`src/rtl/csct_pkg.sv`:
```
`timescale 1ns / 1ps
// ----------------------------------------------------------------------------
// csct_pkg
// shared constants, codes and types of the context symbol counter table
// ----------------------------------------------------------------------------
package csct_pkg;

	localparam int CONTEXTS    = 4096;
	localparam int MAX_SYMBOLS = 16;
	localparam int CNT_W       = 16;
	localparam int CTX_W       = $clog2(CONTEXTS);
	localparam int SYM_W       = $clog2(MAX_SYMBOLS);
	localparam int NSYM_W      = $clog2(MAX_SYMBOLS + 1);
	localparam int ROW_W       = MAX_SYMBOLS * CNT_W;

	localparam logic [CNT_W-1:0]  CNT_LIMIT   = CNT_W'(65535);
	localparam logic [NSYM_W-1:0] NSYM_RESET  = NSYM_W'(4);
	localparam logic [NSYM_W-1:0] NSYM_MAX    = NSYM_W'(MAX_SYMBOLS);
	localparam logic [CTX_W-1:0]  CTX_LAST    = CTX_W'(CONTEXTS - 1);

	// item actions
	localparam logic ACT_INC = 1'b0;
	localparam logic ACT_DEC = 1'b1;

	// classified item handed from front to back
	typedef struct packed {
		logic              action;
		logic [SYM_W-1:0]  symbol;
		logic [CTX_W-1:0]  ctx;
		logic [NSYM_W-1:0] used;
		logic              rejected;
	} cmd_t;

	// one result item
	typedef struct packed {
		logic [CNT_W-1:0] count_after;
		logic             halved;
		logic             rejected;
	} res_t;

	// back part to front part
	typedef struct packed {
		logic clearing;
		logic cmd_pop;
	} back_stat_t;

endpackage

```
`src/rtl/csct_front.sv`:
```
`timescale 1ns / 1ps
// ----------------------------------------------------------------------------
// csct_front
// accepts items, checks the symbol against the count in use, queues commands
// ----------------------------------------------------------------------------
module csct_front
	import csct_pkg::*;
(
	input  logic              clk,
	input  logic              arst_n,
	input  logic              push,
	output logic              full,
	input  logic              action,
	input  logic [3:0]        symbol,
	input  logic [11:0]       context_index,
	input  logic [NSYM_W-1:0] num_symbols,
	input  back_stat_t        bstat,
	output logic              cmd_empty,
	output cmd_t              cmd
);

	cmd_t             cmd_mem_q [2];
	logic             wr_ptr_q;
	logic             rd_ptr_q;
	logic [1:0]       cnt_q;
	logic             xfer_in;
	logic [NSYM_W-1:0] used;
	cmd_t             cmd_new;

	// symbol count saturates at the row width
	assign used = (num_symbols > NSYM_MAX) ? NSYM_MAX : num_symbols;

	always_comb begin
		cmd_new.action   = action;
		cmd_new.symbol   = SYM_W'(symbol);
		cmd_new.ctx      = CTX_W'(context_index);
		cmd_new.used     = used;
		cmd_new.rejected = ({1'b0, SYM_W'(symbol)} >= used);
	end

	assign full      = (cnt_q == 2'd2) || bstat.clearing;
	assign xfer_in   = push && !full;
	assign cmd_empty = (cnt_q == 2'd0);
	assign cmd       = cmd_mem_q[rd_ptr_q];

	always_ff @(posedge clk) begin
		if (xfer_in) begin
			cmd_mem_q[wr_ptr_q] <= cmd_new;
		end
	end

	always_ff @(posedge clk or negedge arst_n) begin
		if (!arst_n) begin
			wr_ptr_q <= 1'b0;
			rd_ptr_q <= 1'b0;
			cnt_q    <= 2'd0;
		end else begin
			if (xfer_in) begin
				wr_ptr_q <= ~wr_ptr_q;
			end
			if (bstat.cmd_pop) begin
				rd_ptr_q <= ~rd_ptr_q;
			end
			case ({xfer_in, bstat.cmd_pop})
				2'b10:   cnt_q <= cnt_q + 2'd1;
				2'b01:   cnt_q <= cnt_q - 2'd1;
				default: cnt_q <= cnt_q;
			endcase
		end
	end

	a_pop_nonempty: assert property (@(posedge clk) disable iff (!arst_n)
		bstat.cmd_pop |-> !cmd_empty) else $error("command pop from empty queue");

	a_clear_blocks: assert property (@(posedge clk) disable iff (!arst_n)
		bstat.clearing |-> (full && !xfer_in)) else $error("item taken during clear");

	a_cnt_range: assert property (@(posedge clk) disable iff (!arst_n)
		cnt_q != 2'd3) else $error("command queue count overflow");

endmodule

```
`config.mk`:
```
export PLATFORM = sky130hd
export DESIGN_NAME = csct_front
export DESIGN_NICKNAME = d
export VERILOG_FILES = /design/src/rtl/csct_pkg.sv /design/src/rtl/csct_front.sv
export SDC_FILE = /design/constraint.sdc
export NUM_CORES = 1
export LEC_CHECK = 0
export BUFFER_PORTS_ARGS = -buffer_cell sky130_fd_sc_hd__buf_2
export CAP_MARGIN = 20
export CELL_PAD_IN_SITES_DETAIL_PLACEMENT = 1
export CELL_PAD_IN_SITES_GLOBAL_PLACEMENT = 1
export CORE_ASPECT_RATIO = 1.5
export CORE_MARGIN = 2
export CORE_UTILIZATION = 36
export CTS_CLUSTER_SIZE = 8
export DETAILED_ROUTE_END_ITERATION = 10
export PLACE_DENSITY_LB_ADDON = 0.08
export SYNTH_ARGS = -nofsm -noshare
export SYNTH_HDL_FRONTEND = slang
export SYNTH_SLANG_ARGS = --single-unit
```
`constraint.sdc`:
```
create_clock -name clk -period 1.9 [get_ports clk]
set_input_delay 0.19 -clock clk [delete_from_list [all_inputs] [get_ports clk]]
set_output_delay 0.19 -clock clk [all_outputs]
set_load 0.005 [all_outputs]
```
==> Word-level counts from Yosys, hierarchy flattened <==
Memories as Yosys holds them, arrays and structs flattened.
Cells that the tools add are included.
{ "word_totals": {"inputBits": 27, "ff_bits": 4, "word_cells": 22, "out_inout_bits": 25, "n_memories": 1, "mem_bits_rw": 46} }
{ "mem_list": {"columns": ["memory", "words", "word_bits", "rd", "rd_clocked_by_memory_dff", "wr", "line_no", "source"], "rows": [
  ["cmd_mem_q", 2, 23, 1, 0, 1, "csct_front.sv:22", "cmd_t cmd_mem_q [2];"]
]} }
{ "op_classes": {"add_sub_neg": 2, "eq_ne": 3, "reduce_logical": 5, "n_mux": 4, "bitwise_logic": 2, "magnitude_cmp": 2} }
{ "ops": {"columns": ["operator", "count"], "rows": [
  ["4-bit by 5-bit >= comparator with 1-bit output", 1],
  ["5-bit > comparator, second input constant", 1],
  ["5-bit 2-to-1 mux", 1],
  ["2-bit equality test, second input constant", 2],
  ["2-bit case mux with 2 select lines", 1],
  ["2-bit by 1-bit adder with 2-bit output, second input constant", 1],
  ["2-bit by 1-bit equality test with 1-bit output, second input constant", 1],
  ["2-bit zero test", 1],
  ["1-bit 2-to-1 mux", 2],
  ["1-bit NOT", 2],
  ["2-bit nonzero test", 1],
  ["2-bit by 1-bit subtractor with 2-bit output, second input constant", 1],
  ["1-bit logical AND", 1],
  ["1-bit zero test", 1],
  ["1-bit logical OR", 1]
]} }

==> Logic depth before layout (Yosys ltp) <==
{ "depth": {"word_depth": 6, "ltp_mapped": 6, "depth_no_buf": 6} }

==> Worst setup path after synthesis <==
Ideal clock, no wire load.
{ "synth_timing": {"kind": "flip-flop to flip-flop", "start": "register cnt_q[1]", "end": "memory cmd_mem_q[0][0] in the netlist's numbering, enable pin", "synth_period_minus_slack_ns": 1.986, "arrival_ns": 1.584, "n_path_buf": 0, "setup_ns": 0.403, "required_time_ns": 1.497, "stages_incl_launch_ff": 4, "path_slack_ns": -0.086, "path_cell_list": "dfrtp_1 inv_1 o211ai_2 nor2_1"} }
{ "synth_between": {"elab_chain_len": 6} }
{ "synth_rtl": {"columns": ["item", "line_no", "source"], "rows": [
  ["start, declared", "csct_front.sv:25", "logic [1:0] cnt_q;"],
  ["start signal, assigned", "csct_front.sv:65", "2'b10: cnt_q <= cnt_q + 2'd1;"],
  ["start signal, assigned", "csct_front.sv:66", "2'b01: cnt_q <= cnt_q - 2'd1;"],
  ["start signal, assigned", "csct_front.sv:67", "default: cnt_q <= cnt_q;"],
  ["2-bit equality test", "csct_front.sv:41", "assign full = (cnt_q == 2'd2) || bstat.clearing;"],
  ["1-bit logical OR", "csct_front.sv:41", null],
  ["1-bit zero test", "csct_front.sv:42", "assign xfer_in = push && !full;"],
  ["1-bit logical AND", "csct_front.sv:42", null],
  ["1-bit 2-to-1 mux", "csct_front.sv:47", "if (xfer_in) begin"],
  ["1-bit 2-to-1 mux (implied by the code)", "csct_front.sv:48", "cmd_mem_q[wr_ptr_q] <= cmd_new;"],
  ["end, declared", "csct_front.sv:22", null]
]} }
No other way between the ends.

==> summary.md <==
| Metric | Value |
|---|---|
| Syn nets | `142` |
| DR WL/cell | `around 15 µm` |
| Hold Path Class | `primary input to flip-flop` |
| Die width | `65.9 µm` |
| Gpl congestion | `around 0.71` |
| Antenna violations before repair | `0` |
| Wirelength, routed | `3570 µm` |
| Max transition margin | `between 70% and 80%` |
| Area occupied by multi-input gates | `522 µm²` |
| Max stage delay on crit path | `0.37 ns` |
| Slew Limit Fails | `0` |
| Startpoint types | `flip-flop` |
| Vias/cell | `4.56` |
| Final Hold Fails | `0` |
| Synthesized instance count | `110` |
| Final #Nets | `203` |
| Commonest non-fill, non-tap cells in the layout | `buf_2 (51), edfxtp_1 (46), mux2_4 (19), inv_1 (8), buf_4 (6)` |
| CTS tree | `built` |
| Worst reg2reg path startpoint | `cnt_q[0]` |
| Vias | `1,103` |
| Pre-Repair DR Iteration Count | `4` |
| Cell family with most CP delay | `buffers and inverters` |
| Commonest non-fill, non-tap cell in the layout | `buf_2` |
| Drt drc | `0` |
| Proportion of layout cells with a drive suffix above 1 | `50.6%` |
| WP data arrival | `1.45 ns` |
| Maximum VDD drop | `roughly 570 µV` |
| Post-synth EDFFs | `between 40 and 50` |
| PortBufs | `51` |
| Top FF cell, synth | `edfxtp_1` |
| Outcome | `complete, no violations` |
| Max_cap viols | `0` |
| Clock buffer count from CTS | `5` |
| Crit-path cells | `buf_4 > mux2_1 > buf_2` |
| Tcrit/Tclk final | `between 80% and 90%` |
| CTS Buffer Depth | `2` |
| Final Critical Period | `approximately 1.6 ns` |
| Reg2reg path depth | `5` |
| Dpl hpwl | `2720 µm` |
| H-tree depth | `2` |
| Leak Pwr | `around 1.0 nW` |
| RSZ-0062 raised after global routing | `false` |
| R2r endpoint | `cnt_q[1]` |
| Top Ports | `52` |
| Synth warnings | `0` |
| Post-Syn Area | `between 0.002 and 0.0025 mm²` |
| Setup_tns | `0 ns` |
| Largest net degree at the start of global routing | `17` |
| Gr usage total | `12.7%` |
| Kind of end point of the critical path | `output port` |
| Final setup vio count | `0` |
| Die area | `between 0.006 and 0.007 mm²` |
| Crit Path Category | `flip-flop to output port` |
| P per Cell Area | `1200 mW/mm²` |
| Worst setup path start | `rd_ptr_q` |
| Worst Path Buf+Inv | `2` |
| Layout Skew | `0.00396 ns` |
| Number of antenna diodes | `0` |
| Root buf cell | `clkbuf_8` |
| Vias in the first global route | `1,179` |
| Height of the chip | `96.8 µm` |
| Critical path depth in cells | `3` |
| Clk_lat worst skew | `0.30 ns` |
| Number of distinct library cells after synthesis | `18` |
| Sequential share of the synthesized area | `71.7%` |
| CTS sink count | `50` |
| Clock Pin Slew Worst Setup and Hold Paths | `~0.090 ns` |
| P&R area growth vs syn | `22.0%` |
| Iteration-0 DRC Markers | `23` |
| Worst hold path startpoint | `action` |
| CP Data Required Time | `1.71 ns` |
| Peak Freq | `0.611 GHz` |
| DP Cell Count | `233` |
| Top-area cell type share of the netlist area | `between 60% and 70%` |
| Largest area contributor in the netlist | `edfxtp_1` |
| Yosys reg bits | `50` |
| Hold slack | `0.0727 ns` |
| Antenna-violating nets left | `0` |
| Core Box Area | `between 0.005 and 0.006 mm²` |
| FF/Latch Area | `0.00148 mm²` |
| Area contributors post-synth | `edfxtp_1 (67%), mux2_4 (14%), dfrtp_1 (4.8%), ha_1 (3.0%), mux2_1 (2.2%)` |
| Critical path endpoint | `cmd[22]` |
| R2r setup slk | `0.45 ns` |
| Fin cells | `242` |
| Remaining global-route overflow | `0` |
| Avg Cell Area, Syn | `18.8 µm²` |
| Postcts setup bufs | `0` |
| Slowest library cell on the worst path | `mux2_1` |
| Synth async-reset ratio | `8.00%` |
| Fill count | `567` |
| Worst-margin pin slew | `0.301 ns` |
| First-pass GRT wire length | `5960 µm` |
| CP max FO | `16` |
| Row count | `33` |
| Starting Density | `37.6%` |
[per-stage QoR]
stage	setup WS (ns)	power (mW)	cell area [µm²]	util (%)
after floorplan	-0.0865	2.15	2070	-
after global placement	0.548	2.44	2420	44.1
after detailed placement	0.449	2.48	2420	44.1
after CTS	0.232	3.10	2520	45.9
after global routing	0.171	3.20	2520	45.9
final	0.262	3.03	2520	45.9
[layer usage]
layer,wire (µm),global-route usage (%),share of wire [%]
met5,0,0,0
met2,1970,21.5,55
met3,200,3.14,5.6
met4,40,4.81,1.1
met1,1360,15.1,38
[registers in the layout (all words and copies together) (netlist names)]
signal	count
cmd_mem_q	46
cnt_q	2
rd_ptr_q	1
wr_ptr_q	1
[synthesized netlist by cell type (all sizes together) (3+ instances only)]
cell	instances
nor2	6
ha	5
mux2	23
buf	3
xnor2	4
dfrtp	4
inv	8
nand2	3
edfxtp	46
[cell type report]
| type | instances | area share (%) |
|---|---|---|
| Sequential cell | 50 | 58.8 |
| Multi-Input combinational cell | 48 | 20.7 |
| Timing Repair Buffer | 58 | 12.3 |
| Tap cell | 70 | 3.47 |
| Clock buffer | 5 | 2.73 |
| Inverter | 8 | 1.19 |
| Clock inverter | 3 | 0.844 |
[kinds of logic after synthesis]
group,share of synthesized area (%)
DFF,71.7
buffers and inverters,3.27
and+or+nand+nor,2.24
adders and majority gates,3.03
AOI/OAI and AO/OA,1.64
xor gates and xnor gates,2.12
muxes,16.0
[worst reg2reg max path: stages (launching register included)]
cell and delay (ns):
dfrtp_1 0.46, o211ai_2 0.33, ha_1 0.23, xnor2_1 0.13
nor2_1 0.07, xnor2_1 0.12
[worst min-delay path by stage]
stage,cells after the start,slack (ns),endpoint
6_report,1,0.07,cmd_mem_q[1][22]
5_1_grt,1,0.06,cmd_mem_q[0][16]
4_1_cts,1,0.07,cmd_mem_q[0][12]
3_5_place_dp,1,0.006,cnt_q[1]
3_3_place_gp,1,0.003,cnt_q[0]
2_1_floorplan,0,-0.11,cnt_q[0]
[power breakdown]
part	total [mW]	internal, mW	switching [mW]
Sequential	1.45	1.39	0.0682
Combinational	0.974	0.538	0.436
Clock	0.606	0.259	0.347
[what timing repair did]
| item | 4_1_cts | 5_1_grt |
|---|---|---|
| hold endpoints to repair | 4 | 0 |
| gates resized for setup | 0 | 0 |
| hold buffers | 1 | 0 |
Note: power is estimated with default switching activity, not from simulation.
